===== config.mk =====
export PLATFORM = sky130hd
export DESIGN_NAME = rotated_square_sprite_setup_flat
export DESIGN_NICKNAME = d
export VERILOG_FILES = /design/src/rtl/rss_pkg.sv /design/src/rtl/rss_if.sv /design/src/rtl/rotated_square_sprite_setup.sv /design/src/rtl/rss_rotate.sv /design/src/flat_wrapper.sv
export SDC_FILE = /design/constraint.sdc
export NUM_CORES = 2
export LEC_CHECK = 0
export BUFFER_PORTS_ARGS = -buffer_cell sky130_fd_sc_hd__buf_2
export CAP_MARGIN = 20
export CORE_UTILIZATION = 26
export CTS_BUF_LIST = sky130_fd_sc_hd__clkbuf_16
export DETAILED_ROUTE_END_ITERATION = 8
export PLACE_DENSITY = 0.38
export REMOVE_ABC_BUFFERS = 1
export SYNTH_ARGS = -nofsm -noshare
export SYNTH_HDL_FRONTEND = slang
export SYNTH_SLANG_ARGS = --single-unit

===== constraint.sdc =====
create_clock -name clk -period 19.4 [get_ports clk]
set_input_delay 0 -clock clk [delete_from_list [all_inputs] [get_ports clk]]
set_output_delay 0 -clock clk [all_outputs]
set_load 0.01 [all_outputs]

===== src/rtl/rss_pkg.sv =====
// Shared constants, types and table functions for the rotated square sprite setup.
package rss_pkg;

  localparam logic [8:0]  DEG_FULL    = 9'd360;
  localparam logic [8:0]  DEG_HALF    = 9'd180;
  localparam logic [8:0]  DEG_3Q      = 9'd270;
  localparam int          DEG_QUARTER = 90;
  localparam logic [63:0] PI_Q30      = 64'd3373259426;
  localparam int          POS_FRAC    = 8;
  localparam logic [23:0] COLOR_LOW   = 24'hffffff;
  localparam logic [2:0]  VERTEX_LAST = 3'd5;

  typedef struct packed {
    logic [3:0][31:0] x;
    logic [3:0][31:0] y;
    logic [1:0][17:0] u;
    logic [1:0][17:0] v;
    logic [7:0]       alpha;
  } quad_t;

  // sin of d degrees, d in 0..90, Q30, Taylor series to nine terms
  function automatic logic [63:0] sin_q30(input logic [6:0] d);
    logic [63:0] x;
    logic [63:0] x2;
    logic [63:0] term;
    logic [63:0] pos;
    logic [63:0] neg;
    x    = (64'(d) * PI_Q30) / 64'd180;
    x2   = (x * x) >> 30;
    term = x;
    pos  = x;
    neg  = 64'd0;
    for (int k = 1; k <= 8; k++) begin
      term = ((term * x2) >> 30) / 64'((2 * k) * (2 * k + 1));
      if ((k & 1) == 1) begin
        neg = neg + term;
      end else begin
        pos = pos + term;
      end
    end
    return (pos > neg) ? pos - neg : 64'd0;
  endfunction

  // rounded sine magnitude in Q(frac)
  function automatic logic [31:0] sine_mag(input logic [6:0] d, input int frac);
    int          sh;
    logic [63:0] q;
    sh = 30 - frac;
    q  = sin_q30(d);
    return 32'((q + (64'd1 << (sh - 1))) >> sh);
  endfunction

  // corner visited by each vertex: triangles 0-1-2 and 2-3-0
  function automatic logic [1:0] corner_of(input logic [2:0] k);
    logic [1:0] c;
    case (k)
      3'd0:    c = 2'd0;
      3'd1:    c = 2'd1;
      3'd2:    c = 2'd2;
      3'd3:    c = 2'd2;
      3'd4:    c = 2'd3;
      3'd5:    c = 2'd0;
      default: c = 2'd0;
    endcase
    return c;
  endfunction

endpackage


===== src/rtl/rss_if.sv =====
// Request and vertex channel interfaces.
interface rss_req_if #(
  parameter int SIDE_BITS = 10
);
  logic                 valid;
  logic                 ready;
  logic signed [15:0]   angle_deg;
  logic signed [15:0]   center_x;
  logic signed [15:0]   center_y;
  logic [SIDE_BITS-1:0] side_size;
  logic [7:0]           alpha;
  logic [16:0]          tex_u_origin;
  logic [16:0]          tex_v_origin;
  logic [16:0]          tex_span;

  modport source (
    output valid, angle_deg, center_x, center_y, side_size, alpha,
           tex_u_origin, tex_v_origin, tex_span,
    input  ready
  );
  modport sink (
    input  valid, angle_deg, center_x, center_y, side_size, alpha,
           tex_u_origin, tex_v_origin, tex_span,
    output ready
  );
endinterface

interface rss_vtx_if;
  logic               valid;
  logic               ready;
  logic signed [31:0] vertex_x;
  logic signed [31:0] vertex_y;
  logic [17:0]        vertex_u;
  logic [17:0]        vertex_v;
  logic [31:0]        vertex_color;
  logic               last_vertex;

  modport source (
    output valid, vertex_x, vertex_y, vertex_u, vertex_v, vertex_color, last_vertex,
    input  ready
  );
  modport sink (
    input  valid, vertex_x, vertex_y, vertex_u, vertex_v, vertex_color, last_vertex,
    output ready
  );
endinterface


===== src/rtl/rotated_square_sprite_setup.sv =====
// Top level: rotated square sprite vertex setup with six-vertex output sequencer.
//
// Usage:
//   req  (sink)   one transaction per sprite: angle, center, side, alpha, texture
//                 origin and span.
//   vtx  (source) six transactions per sprite, triangles 0-1-2 and 2-3-0, with
//                 last_vertex set on the sixth.
// Path: a request accepted at a clock edge loads the first of six pipeline
//   stages; its quad passes through the other stages into the vertex holding
//   register, which then drives the six vertices on vtx in order.
// Throughput: the single vertex port bounds it, at six transfers per request. The
//   pipeline accepts a request every cycle until it backs up behind the vertex
//   sequencer; up to seven requests can be in flight.
// Reset: clears all valid bits and the sequencer; the sine table is constant
//   logic, so the block takes requests as soon as reset is released.
// Stall: when vtx.ready is low the current vertex holds, the sequencer stops,
//   and backpressure moves stage by stage toward req.ready; nothing is dropped.
module rotated_square_sprite_setup #(
  parameter int SINE_FRAC_BITS = 14,
  parameter int SIDE_BITS      = 10
) (
  input  logic      clk,
  input  logic      rst,
  rss_req_if.sink   req,
  rss_vtx_if.source vtx
);

  rss_pkg::quad_t quad;
  logic           quad_valid;
  logic           quad_ready;

  rss_rotate #(
    .SINE_FRAC_BITS (SINE_FRAC_BITS),
    .SIDE_BITS      (SIDE_BITS)
  ) u_rotate (
    .clk        (clk),
    .rst        (rst),
    .req        (req),
    .quad       (quad),
    .quad_valid (quad_valid),
    .quad_ready (quad_ready)
  );

  rss_pkg::quad_t held;
  logic           busy;
  logic [2:0]     cnt;
  logic [1:0]     corner;
  logic           is_last;
  logic           vtx_take;

  assign is_last    = (cnt == rss_pkg::VERTEX_LAST);
  assign vtx_take   = busy && vtx.ready;
  assign quad_ready = !busy || (vtx.ready && is_last);
  assign corner     = rss_pkg::corner_of(cnt);

  always_ff @(posedge clk) begin
    if (rst) begin
      busy <= 1'b0;
      cnt  <= '0;
    end else if (quad_valid && quad_ready) begin
      busy <= 1'b1;
      cnt  <= '0;
    end else if (vtx_take) begin
      if (is_last) begin
        busy <= 1'b0;
        cnt  <= '0;
      end else begin
        cnt <= cnt + 3'd1;
      end
    end
  end

  always_ff @(posedge clk) begin
    if (quad_valid && quad_ready) held <= quad;
  end

  assign vtx.valid        = busy;
  assign vtx.vertex_x     = held.x[corner];
  assign vtx.vertex_y     = held.y[corner];
  assign vtx.vertex_u     = held.u[corner[0] ^ corner[1]];
  assign vtx.vertex_v     = held.v[corner[1]];
  assign vtx.vertex_color = {held.alpha, rss_pkg::COLOR_LOW};
  assign vtx.last_vertex  = is_last;

`ifndef ASSERT_OFF
  a_cnt_range: assert property (@(posedge clk) disable iff (rst)
    busy |-> cnt <= rss_pkg::VERTEX_LAST)
    else $error("vertex counter out of range");

  a_load_starts: assert property (@(posedge clk) disable iff (rst)
    quad_valid && quad_ready |=> busy && cnt == 3'd0)
    else $error("new quad did not restart the vertex sequence");

  a_step: assert property (@(posedge clk) disable iff (rst)
    vtx_take && !is_last |=> busy && cnt == $past(cnt) + 3'd1)
    else $error("vertex sequence skipped or repeated");

  a_drain: assert property (@(posedge clk) disable iff (rst)
    vtx_take && is_last && !quad_valid |=> !busy)
    else $error("sequencer stayed busy after the last vertex");
`endif

endmodule


===== src/rtl/rss_rotate.sv =====
// Six-stage pipeline: angle reduction, sine lookup, corner products and positions.
module rss_rotate #(
  parameter int SINE_FRAC_BITS = 14,
  parameter int SIDE_BITS      = 10
) (
  input  logic          clk,
  input  logic          rst,
  rss_req_if.sink       req,
  output rss_pkg::quad_t quad,
  output logic          quad_valid,
  input  logic          quad_ready
);

  localparam int MAG_W  = SINE_FRAC_BITS + 1;
  localparam int SIN_W  = SINE_FRAC_BITS + 2;
  localparam int PROD_W = SIN_W + SIDE_BITS;
  localparam int SUM_W  = PROD_W + 1;
  localparam int RND_SH = SINE_FRAC_BITS - rss_pkg::POS_FRAC;

  // angle + 32768 is reduced mod 360; 32768 mod 360 is 8
  localparam logic [23:0] RECIP_45 = 24'd1456;
  localparam logic [12:0] DIV_45   = 13'd45;
  localparam logic [8:0]  OFS_MOD  = 9'd8;

  typedef struct packed {
    logic       neg;
    logic [6:0] base;
  } fold_t;

  function automatic fold_t fold(input logic [8:0] d);
    fold_t f;
    if (d <= 9'(rss_pkg::DEG_QUARTER)) begin
      f.neg  = 1'b0;
      f.base = d[6:0];
    end else if (d <= rss_pkg::DEG_HALF) begin
      f.neg  = 1'b0;
      f.base = 7'(rss_pkg::DEG_HALF - d);
    end else if (d <= rss_pkg::DEG_3Q) begin
      f.neg  = 1'b1;
      f.base = 7'(d - rss_pkg::DEG_HALF);
    end else begin
      f.neg  = 1'b1;
      f.base = 7'(rss_pkg::DEG_FULL - d);
    end
    return f;
  endfunction

  logic [MAG_W-1:0] quarter [rss_pkg::DEG_QUARTER+1];

  for (genvar g = 0; g <= rss_pkg::DEG_QUARTER; g++) begin : g_quarter
    assign quarter[g] = MAG_W'(rss_pkg::sine_mag(7'(g), SINE_FRAC_BITS));
  end

  logic [6:1] vld;
  logic [7:1] rdy;

  assign rdy[7] = quad_ready;
  for (genvar k = 1; k <= 6; k++) begin : g_rdy
    assign rdy[k] = !vld[k] || rdy[k+1];
  end
  assign req.ready  = rdy[1];
  assign quad_valid = vld[6];

  always_ff @(posedge clk) begin
    if (rst) begin
      vld <= '0;
    end else begin
      if (rdy[1]) vld[1] <= req.valid;
      for (int k = 2; k <= 6; k++) begin
        if (rdy[k]) vld[k] <= vld[k-1];
      end
    end
  end

  // stage 1: angle mod 360
  logic [15:0] ang_ofs;
  logic [12:0] ang_hi;
  logic [23:0] ang_prod;
  logic [12:0] ang_qm;
  logic [12:0] ang_r0;
  logic [12:0] ang_r;
  logic [8:0]  ang_m;
  logic [8:0]  ang_is;

  always_comb begin
    ang_ofs  = {~req.angle_deg[15], req.angle_deg[14:0]};
    ang_hi   = ang_ofs[15:3];
    ang_prod = 24'(ang_hi) * RECIP_45;
    ang_qm   = 13'(ang_prod[23:16]) * DIV_45;
    ang_r0   = ang_hi - ang_qm;
    ang_r    = (ang_r0 >= DIV_45) ? ang_r0 - DIV_45 : ang_r0;
    ang_m    = {ang_r[5:0], ang_ofs[2:0]};
    ang_is   = (ang_m < OFS_MOD) ? ang_m + (rss_pkg::DEG_FULL - OFS_MOD) : ang_m - OFS_MOD;
  end

  logic [8:0]           s1_is;
  logic signed [15:0]   s1_cx;
  logic signed [15:0]   s1_cy;
  logic [SIDE_BITS-1:0] s1_side;
  logic [7:0]           s1_alpha;
  logic [16:0]          s1_u0;
  logic [16:0]          s1_v0;
  logic [16:0]          s1_span;

  // stage 2: cosine index, quadrant fold, half extents, texture sums
  logic [8:0]                  ic_sum;
  logic [8:0]                  ang_ic;
  logic signed [SIDE_BITS-1:0] half_s;

  always_comb begin
    ic_sum = s1_is + 9'(rss_pkg::DEG_QUARTER);
    ang_ic = (ic_sum >= rss_pkg::DEG_FULL) ? ic_sum - rss_pkg::DEG_FULL : ic_sum;
    half_s = $signed({1'b0, s1_side[SIDE_BITS-1:1]});
  end

  fold_t                       s2_sf;
  fold_t                       s2_cf;
  logic signed [SIDE_BITS-1:0] s2_a;
  logic signed [SIDE_BITS-1:0] s2_b;
  logic signed [15:0]          s2_cx;
  logic signed [15:0]          s2_cy;
  logic [7:0]                  s2_alpha;
  logic [1:0][17:0]            s2_u;
  logic [1:0][17:0]            s2_v;

  // stage 3: table lookup
  logic signed [SIN_W-1:0]     s3_s;
  logic signed [SIN_W-1:0]     s3_c;
  logic signed [SIDE_BITS-1:0] s3_a;
  logic signed [SIDE_BITS-1:0] s3_b;
  logic signed [15:0]          s3_cx;
  logic signed [15:0]          s3_cy;
  logic [7:0]                  s3_alpha;
  logic [1:0][17:0]            s3_u;
  logic [1:0][17:0]            s3_v;

  logic signed [SIN_W-1:0] s_mag;
  logic signed [SIN_W-1:0] c_mag;

  always_comb begin
    s_mag = $signed({1'b0, quarter[s2_sf.base]});
    c_mag = $signed({1'b0, quarter[s2_cf.base]});
  end

  // stage 4: products
  logic signed [PROD_W-1:0] s4_ca;
  logic signed [PROD_W-1:0] s4_cb;
  logic signed [PROD_W-1:0] s4_sa;
  logic signed [PROD_W-1:0] s4_sb;
  logic signed [15:0]       s4_cx;
  logic signed [15:0]       s4_cy;
  logic [7:0]               s4_alpha;
  logic [1:0][17:0]         s4_u;
  logic [1:0][17:0]         s4_v;

  // stage 5: corner offsets
  logic signed [SUM_W-1:0] s5_xo [4];
  logic signed [SUM_W-1:0] s5_yo [4];
  logic signed [15:0]      s5_cx;
  logic signed [15:0]      s5_cy;
  logic [7:0]              s5_alpha;
  logic [1:0][17:0]        s5_u;
  logic [1:0][17:0]        s5_v;

  logic [1:0] cq [4];
  for (genvar q = 0; q < 4; q++) begin : g_cq
    assign cq[q] = 2'(q);
  end

  // stage 6: round to 1/256 pixel and add center
  logic signed [SUM_W-1:0] xr [4];
  logic signed [SUM_W-1:0] yr [4];

  if (RND_SH == 0) begin : g_no_round
    for (genvar q = 0; q < 4; q++) begin : g_q
      assign xr[q] = s5_xo[q];
      assign yr[q] = s5_yo[q];
    end
  end else begin : g_round
    localparam logic signed [SUM_W-1:0] RND_HALF = SUM_W'(1) << (RND_SH - 1);
    for (genvar q = 0; q < 4; q++) begin : g_q
      assign xr[q] = (s5_xo[q] + RND_HALF) >>> RND_SH;
      assign yr[q] = (s5_yo[q] + RND_HALF) >>> RND_SH;
    end
  end

  always_ff @(posedge clk) begin
    if (rdy[1]) begin
      s1_is    <= ang_is;
      s1_cx    <= req.center_x;
      s1_cy    <= req.center_y;
      s1_side  <= req.side_size;
      s1_alpha <= req.alpha;
      s1_u0    <= req.tex_u_origin;
      s1_v0    <= req.tex_v_origin;
      s1_span  <= req.tex_span;
    end
    if (rdy[2]) begin
      s2_sf    <= fold(s1_is);
      s2_cf    <= fold(ang_ic);
      s2_a     <= -half_s;
      s2_b     <= half_s - $signed(SIDE_BITS'(1));
      s2_cx    <= s1_cx;
      s2_cy    <= s1_cy;
      s2_alpha <= s1_alpha;
      s2_u[0]  <= 18'(s1_u0);
      s2_u[1]  <= 18'(s1_u0) + 18'(s1_span);
      s2_v[0]  <= 18'(s1_v0);
      s2_v[1]  <= 18'(s1_v0) + 18'(s1_span);
    end
    if (rdy[3]) begin
      s3_s     <= s2_sf.neg ? -s_mag : s_mag;
      s3_c     <= s2_cf.neg ? -c_mag : c_mag;
      s3_a     <= s2_a;
      s3_b     <= s2_b;
      s3_cx    <= s2_cx;
      s3_cy    <= s2_cy;
      s3_alpha <= s2_alpha;
      s3_u     <= s2_u;
      s3_v     <= s2_v;
    end
    if (rdy[4]) begin
      s4_ca    <= s3_c * s3_a;
      s4_cb    <= s3_c * s3_b;
      s4_sa    <= s3_s * s3_a;
      s4_sb    <= s3_s * s3_b;
      s4_cx    <= s3_cx;
      s4_cy    <= s3_cy;
      s4_alpha <= s3_alpha;
      s4_u     <= s3_u;
      s4_v     <= s3_v;
    end
    if (rdy[5]) begin
      // dx is b on corners 1 and 2, dy is b on corners 2 and 3
      for (int q = 0; q < 4; q++) begin
        s5_xo[q] <= ((cq[q][0] ^ cq[q][1]) ? s4_cb : s4_ca) + (cq[q][1] ? s4_sb : s4_sa);
        s5_yo[q] <= (cq[q][1] ? s4_cb : s4_ca) - ((cq[q][0] ^ cq[q][1]) ? s4_sb : s4_sa);
      end
      s5_cx    <= s4_cx;
      s5_cy    <= s4_cy;
      s5_alpha <= s4_alpha;
      s5_u     <= s4_u;
      s5_v     <= s4_v;
    end
    if (rdy[6]) begin
      for (int q = 0; q < 4; q++) begin
        quad.x[q] <= (32'(s5_cx) <<< rss_pkg::POS_FRAC) + 32'(xr[q]);
        quad.y[q] <= (32'(s5_cy) <<< rss_pkg::POS_FRAC) + 32'(yr[q]);
      end
      quad.alpha <= s5_alpha;
      quad.u     <= s5_u;
      quad.v     <= s5_v;
    end
  end

endmodule


===== src/flat_wrapper.sv =====
// flat-port wrapper written by rule: the top's interface ports become plain ports
module rotated_square_sprite_setup_flat 
#(
  parameter int SINE_FRAC_BITS = 14,
  parameter int SIDE_BITS      = 10
)
  (clk, rst, req_valid, req_angle_deg, req_center_x, req_center_y, req_side_size, req_alpha, req_tex_u_origin, req_tex_v_origin, req_tex_span, req_ready, vtx_valid, vtx_vertex_x, vtx_vertex_y, vtx_vertex_u, vtx_vertex_v, vtx_vertex_color, vtx_last_vertex, vtx_ready);
  rss_req_if #(.SIDE_BITS(SIDE_BITS)) req_i ();
  rss_vtx_if vtx_i ();
  input  logic clk;
  input  logic rst;
  input wire logic [$bits(req_i.valid)-1:0] req_valid;
  input wire logic [$bits(req_i.angle_deg)-1:0] req_angle_deg;
  input wire logic [$bits(req_i.center_x)-1:0] req_center_x;
  input wire logic [$bits(req_i.center_y)-1:0] req_center_y;
  input wire logic [$bits(req_i.side_size)-1:0] req_side_size;
  input wire logic [$bits(req_i.alpha)-1:0] req_alpha;
  input wire logic [$bits(req_i.tex_u_origin)-1:0] req_tex_u_origin;
  input wire logic [$bits(req_i.tex_v_origin)-1:0] req_tex_v_origin;
  input wire logic [$bits(req_i.tex_span)-1:0] req_tex_span;
  output wire logic [$bits(req_i.ready)-1:0] req_ready;
  output wire logic [$bits(vtx_i.valid)-1:0] vtx_valid;
  output wire logic [$bits(vtx_i.vertex_x)-1:0] vtx_vertex_x;
  output wire logic [$bits(vtx_i.vertex_y)-1:0] vtx_vertex_y;
  output wire logic [$bits(vtx_i.vertex_u)-1:0] vtx_vertex_u;
  output wire logic [$bits(vtx_i.vertex_v)-1:0] vtx_vertex_v;
  output wire logic [$bits(vtx_i.vertex_color)-1:0] vtx_vertex_color;
  output wire logic [$bits(vtx_i.last_vertex)-1:0] vtx_last_vertex;
  input wire logic [$bits(vtx_i.ready)-1:0] vtx_ready;
  assign req_i.valid = req_valid;
  assign req_i.angle_deg = req_angle_deg;
  assign req_i.center_x = req_center_x;
  assign req_i.center_y = req_center_y;
  assign req_i.side_size = req_side_size;
  assign req_i.alpha = req_alpha;
  assign req_i.tex_u_origin = req_tex_u_origin;
  assign req_i.tex_v_origin = req_tex_v_origin;
  assign req_i.tex_span = req_tex_span;
  assign req_ready = req_i.ready;
  assign vtx_valid = vtx_i.valid;
  assign vtx_vertex_x = vtx_i.vertex_x;
  assign vtx_vertex_y = vtx_i.vertex_y;
  assign vtx_vertex_u = vtx_i.vertex_u;
  assign vtx_vertex_v = vtx_i.vertex_v;
  assign vtx_vertex_color = vtx_i.vertex_color;
  assign vtx_last_vertex = vtx_i.last_vertex;
  assign vtx_i.ready = vtx_ready;
  rotated_square_sprite_setup #(.SINE_FRAC_BITS(SINE_FRAC_BITS), .SIDE_BITS(SIDE_BITS)) u_core (.clk(clk), .rst(rst), .req(req_i), .vtx(vtx_i));
endmodule

; ---- Word level (Yosys, flattened, before mapping)
; Memory sizes are Yosys's and may differ from the RTL's.
; Cells that the tools add are included.
; Widths: inputs -> output; s select.
[totals]
regBits = 1420
mem_bits_rw = 216
mem_bits_ro = 3840
input_bits = 121
output_inout_bits = 135
memories = 4
[memory_table]
columns = name, words, word_bits, rd, rd_clocked_by_memory_dff, write_ports, line
row1 = (no name shown), 128, 15, 1, 0, 0, rss_rotate.sv:142  ; c_mag = $signed({1'b0, quarter[s2_cf.base]});
row2 = (no name shown), 128, 15, 1, 0, 0, rss_rotate.sv:141  ; s_mag = $signed({1'b0, quarter[s2_sf.base]});
row3 = u_core.u_rotate.s5_xo, 4, 27, 4, 0, 4, rss_rotate.sv:157  ; logic signed [SUM_W-1:0] s5_xo [4];
row4 = u_core.u_rotate.s5_yo, 4, 27, 4, 0, 4, rss_rotate.sv:158  ; logic signed [SUM_W-1:0] s5_yo [4];
[op_classes]
add_sub_neg = 43
multipliers = 6
n_lt_le_gt_ge = 14
eq_ne = 5
muxes = 30
bitwise_logic = 4
n_reduce_logical = 24
[op_table]
columns = op, n
row1 = $add 27x7->27 const B, 8
row2 = $add 24x21->25, 8
row3 = $bmux 32 s2, 2
row4 = $add 26x26->27, 4
row5 = $sub 26x26->27, 4
row6 = $mul 16x10->26, 4
row7 = $mux 15, 6
row8 = $mux 18, 4
row9 = $mux 32, 2
row10 = $mux 7, 6
row11 = $add 17x17->18, 2
row12 = $neg 15->16, 2
row13 = $mul 13x7->20 const B, 1
row14 = $le 9x7->1 const B, 2
row15 = $le 9x8->1 const B, 2
row16 = $le 9x9->1 const B, 2
row17 = $mux 9, 2
row18 = $ge 8x8->1 const B, 2
row19 = $not 7->8, 2
row20 = $sub 6x7->7 const A, 2
row21 = $sub 7x6->7 const B, 2
row22 = $sub 7x7->7 const A, 2
row23 = $ge 13x6->1 const B, 1
row24 = $mul 8x6->13 const B, 1
row25 = 28 further kinds, 53

; ---- Depth between registers and ports, before layout
[depth]
word_depth = 9
mapped_depth = 42
ltp_nobuf = 42

; ---- Cells and area by module
; Synthesis repeated with hierarchy kept, for this count alone.
[unflattened]
hier_cells = 7853
hier_area_um2 = 96968.0
[modules_own_cells]
columns = module, instances, cells_per_inst, area_per_inst_um2, seq_area_each_um2
row1 = rss_rotate, 1, 7332, 84230.8, 35974.5
row2 = rotated_square_sprite_setup, 1, 521, 12737.2, 10169.8

; ---- Worst setup path after synthesis
; OpenSTA, ideal clock, no wires.
[synth_timing]
kind = reg-to-reg
from = register u_core.cnt[0]
to = register u_core.u_rotate.s2_a[0] (enable)
setup_time_ps = 1595
arrival_time_ps = 13894
path_slack_ps = 3911
path_stages_with_launch = 7
synth_period_minus_slack_ps = 15489
path_cell_list = dfxtp_1 -> nand2_1 -> nor2_1 -> a21boi_0 -> nand3_1 -> nor2_1 -> nand3_1
[synth_via]
elab_chain_len = 8
[synth_rtl]
columns = element, line
row1 = "start, declared", rotated_square_sprite_setup.sv:46  ; logic [2:0] cnt;
row2 = "start signal, assigned", rotated_square_sprite_setup.sv:68  ; cnt <= cnt + 3'd1;
row3 = $eq 3x3->1, rotated_square_sprite_setup.sv:51  ; assign is_last = (cnt == rss_pkg::VERTEX_LAST);
row4 = net vtx_last_vertex, flat_wrapper.sv:28  ; output wire logic [$bits(vtx_i.last_vertex)-1:0] vtx_last_vertex;
row5 = $logic_and 1x1->1, rotated_square_sprite_setup.sv:53  ; assign quad_ready = !busy || (vtx.ready && is_last);
row6 = $logic_or 1x1->1, rotated_square_sprite_setup.sv:53
row7 = $logic_or 1x1->1 (2 in a row), rss_rotate.sv:59  ; assign rdy[k] = !vld[k] || rdy[k+1];
row8 = net u_core.u_rotate.rdy (one bit), rss_rotate.sv:55  ; logic [7:1] rdy;
row9 = $logic_or 1x1->1 (3 in a row), rss_rotate.sv:59
row10 = net u_core.u_rotate.rdy (one bit), rss_rotate.sv:55
row11 = "end signal, assigned", rss_rotate.sv:201  ; s2_a <= -half_s;
row12 = "end, declared", rss_rotate.sv:118  ; logic signed [SIDE_BITS-1:0] s2_a;
; The timed path passes the listed nets, and every way through them passes these cells.
; A chain may end at the register's enable or synchronous reset.

; ---- Worst setup path in the final report
[layout_timing]
from = input req_angle_deg[4]
to = register u_core.u_rotate.s1_is[5] (data pin)
[layout_via]
elab_chain_len = 7
word_cells_on_any_way = 10
classes_between = 4 x add/sub / 2 x mul / 2 x order compare / 2 x mux
[layout_rtl]
columns = element, line
row1 = "start, declared", flat_wrapper.sv:13  ; input wire logic [$bits(req_i.angle_deg)-1:0] req_angle_deg;
row2 = $mul 13x7->20, rss_rotate.sv:88  ; ang_prod = 24'(ang_hi) * RECIP_45;
row3 = $mul 8x6->13, rss_rotate.sv:89  ; ang_qm = 13'(ang_prod[23:16]) * DIV_45;
row4 = $sub 13x13->13 *, rss_rotate.sv:90  ; ang_r0 = ang_hi - ang_qm;
row5 = $ge 13x6->1 / $sub 6x6->6 (equally long branches), rss_rotate.sv:91  ; ang_r = (ang_r0 >= DIV_45) ? ang_r0 - DIV_45 : ang_r0;
row6 = $mux 6 *, rss_rotate.sv:91
row7 = "$sub 9x4->9, or another cell as far along", rss_rotate.sv:93  ; ang_is = (ang_m < OFS_MOD) ? ang_m + (rss_pkg::DEG_FULL - OFS_MOD) : ang_m - OFS_MOD;
row8 = $mux 9 *, rss_rotate.sv:93
row9 = net u_core.u_rotate.ang_is[5], rss_rotate.sv:83  ; logic [8:0] ang_is;
row10 = "end signal, assigned", rss_rotate.sv:189  ; s1_is <= ang_is;
row11 = "end, declared", rss_rotate.sv:96  ; logic [8:0] s1_is;
; The timed path passes the listed nets; every way through them passes the cells marked *.

==> results.py <==
metrics = {
    "floorplan": {
        "initial_core_util": 0.2612,
        "dieArea_sq_mm": 0.3660,
        "pin_count": 256,
        "die_w_microns": 605.0,
        "rows": 221,
        "die_height_microns": 605.0,
        "coreArea_sq_mm": 0.3620,
    },
    "worst_setup_path": {
        "path_class": "input port to register",
        "max_stage_delay_ns": 0.56,
        "cp.arrival_ns": 10.06,
        "r2r_start": "u_core.u_rotate.s3_c[6]",
        "slowest_stage": "a311oi_2",
        "crit_path_end_kind": "register",
        "crit_buf_inv": 8,
        "worstPathRequired_ns": 20.01,
        "cp-start-kind": "input port",
        "worstPathMaxFanout": 8,
        "critPathTopFamily": "adder cells",
        "startpoint": "req_angle_deg[4]",
    },
    "placement": {
        "globalplace.congestion": 0.8101,
        "placed_area_sq_mm": 0.1012,
        "place_inst": 12550,
        "dpl.hpwl_microns": 182900,
        "portBuffers": 230,
    },
    "hold_path": {
        "hold_path_class": "input port to register",
        "min_from": "req_angle_deg[3]",
    },
    "global_routing": {
        "grt_pass1_wl_microns": 373400,
        "grt_pass1_vias": 61660,
        "grt_max_degree": 127,
        "grt-ovfl-total": 0,
        "antenna_found_initial": 26,
        "grt.total_usage": 0.1338,
    },
    "detailed_routing": {
        "drtPass1Iterations": 5,
        "routedWlPerCell_microns": 18.86,
        "wl_microns": 247300,
        "drtIter0Drc": 2574,
        "final_antenna_net_count": 0,
        "drc_errors": 0,
        "viasPerCell": 4.400,
        "dr_total_vias": 57690,
    },
    "synth": {
        "syn_inst": 7724,
        "yosysSeqAreaShare": 0.4697,
        "syn_area_per_cell_sq_um": 12.24,
        "ys.flop_type": "edfxtp_1",
        "yosysTopAreaCell": "edfxtp_1",
        "async_flop_share": 0,
        "yosys_warnings": 0,
        "synth_seq_cells": 1482,
        "synth_edf_count": 1472,
        "synth_area_sq_mm": 0.09453,
        "synth_top_cell_area_share": 0.4676,
        "ys_types": 106,
        "yosys-top-cells-area": "edfxtp_1, fa_1, ha_1",
    },
    "layout": {
        "fin_area_sq_mm": 0.1096,
        "final_cell_mix": "edfxtp_1, inv_1, ha_1",
        "final_common_cell": "edfxtp_1",
        "area_growth_pct": 15.92,
        "multi_input_area_sq_mm": 0.04575,
        "final-seq-area_sq_mm": 0.04440,
        "nets": 9624,
        "final_cells": 13110,
        "final_util": 0.3027,
        "drive_above_1_share": 0.09325,
        "fillerInstances": 36570,
    },
    "clocking": {
        "cts_sinks": 1482,
        "root_buffer": "clkbuf_16",
        "ctsHtreeMaxLevel": 4,
        "tritoncts": "built",
        "clk_latency_ns": 0.89,
        "cts_resized": 0,
        "numCtsBuffers": 185,
        "clockBufferDepth": 4,
        "cts.reportedPaths.clkPinSlew_ns": 0.06,
    },
    "sta": {
        "hold_viol": 0,
        "setup-tns-final_ns": 0,
        "slew_headroom": 0.2061,
        "fin_crit_ns": 9.450,
        "worst_slew_pin_slew_ns": 1.161,
        "max_freq_ghz": 0.1058,
        "period_share": 0.4871,
        "finalClockSkew_ns": 0.06123,
        "drv_slew": 0,
        "rsz0062_at_grt": "false",
        "final-setup-viol-count": 0,
    },
    "run": {
        "maxCapViolCount": 0,
    },
    "status": {
        "outcome": "finished clean",
    },
}
## layer usage
| metal | track usage | vias up | part of all wire |
|---|---|---|---|
| met1 | 0.1683 | 28800 | 0.45 |
| met5 | 0 | - | 0.00025 |
| met4 | 0.04033 | 10 | 0.030 |
| li1 | - | 27700 | - |
| met3 | 0.01789 | 393 | 0.031 |
| met2 | 0.2373 | 799 | 0.49 |
## cells in the mapped netlist (11+ instances only)
cell       instances
o21ai_1           14
nand2_1          546
clkbuf_1         207
o211ai_1          37
and2_1           299
xor2_1           169
buf_4             48
o311ai_0          13
buf_1             21
nor2b_1           82
a21boi_0          17
nand3b_1          12
nand3_1          142
mux4_2            62
and3_1            74
inv_1            839
a211oi_1          39
or3_1             27
o21ai_0          191
a31oi_1           30
o22ai_1           15
o31ai_1           29
nor2_1           382
nand4_1           38
xnor2_1          456
o21bai_1          79
a311oi_1          12
buf_2             26
o41ai_1           11
mux2_2            44
a21o_1            76
mux2i_1           19
nor3_1           115
fa_1             610
edfxtp_1        1472
a21oi_1          321
nor4_1            16
ha_1             735
a2111oi_0         13
o31a_1            17
or2_2             19
nand2b_1         106
o21a_1            53
## cell families after synthesis
group           synth area share
compound gates           0.07621
flops                     0.4697
simple gates             0.09857
mux                      0.02202
fa+ha+maj                 0.2266
xor+xnor                 0.05874
other cells           0.00003967
buf+inv                  0.04811
## area by class of cell
type                            instances  share of cell area
Inverter                              845             0.02904
Clock buffer                          186             0.04248
Tap cell                             4794             0.05474
Multi-Input combinational cell       5115              0.4175
Timing Repair Buffer                  529             0.03631
Sequential cell                      1482              0.4052
Clock inverter                        154             0.01450
Antenna cell                            8           0.0001827
## registers in the layout, summed over array words and instances, names as in the netlist, 35 cells and up
signal and cells:
u_core.u_rotate.quad 278, u_core.u_rotate.s5_yo 88, u_core.u_rotate.s4_v 35, u_core.u_rotate.s4_u 35, u_core.u_rotate.s2_v 35, u_core.u_rotate.s3_v 35
u_core.u_rotate.s5_v 35, u_core.u_rotate.s2_u 35, u_core.u_rotate.s5_xo 88, u_core.u_rotate.s3_u 35, u_core.held 270, u_core.u_rotate.s5_u 35
## through the flow
stage                     worst slack, ns  hold slack [ns]
after floorplan                     3.911          0.06907
after global placement              9.296           0.1776
after detailed placement            9.300           0.1781
after CTS                           9.827          0.02866
after global routing                9.271           0.1687
final                               9.950           0.1154
## worst paths after layout
kind                                                  end  slack, ns  cells past startpoint
worst min register to register           u_core.held[135]       0.37                      0
worst max register to register  u_core.u_rotate.s4_ca[25]      12.26                     17
worst max-delay path             u_core.u_rotate.s1_is[5]       9.95                     38
worst min-delay path             u_core.u_rotate.s1_is[4]       0.12                      6
## repair_timing
action,CTS,global route
setup buffers,0,0
endpoints found under the hold margin,129,0
endpoints found under the setup margin,0,0
hold buffers,215,0
## worst min-delay path: stages
cell and delay [ns]:
buf_2 0.16, nand2_1 0.06, o21ai_0 0.13, fa_1 0.23
mux2i_1 0.12, mux2i_1 0.14
Power is not shown: default switching activity piles up to over one toggle a cycle in this logic, so the estimate is an artifact.
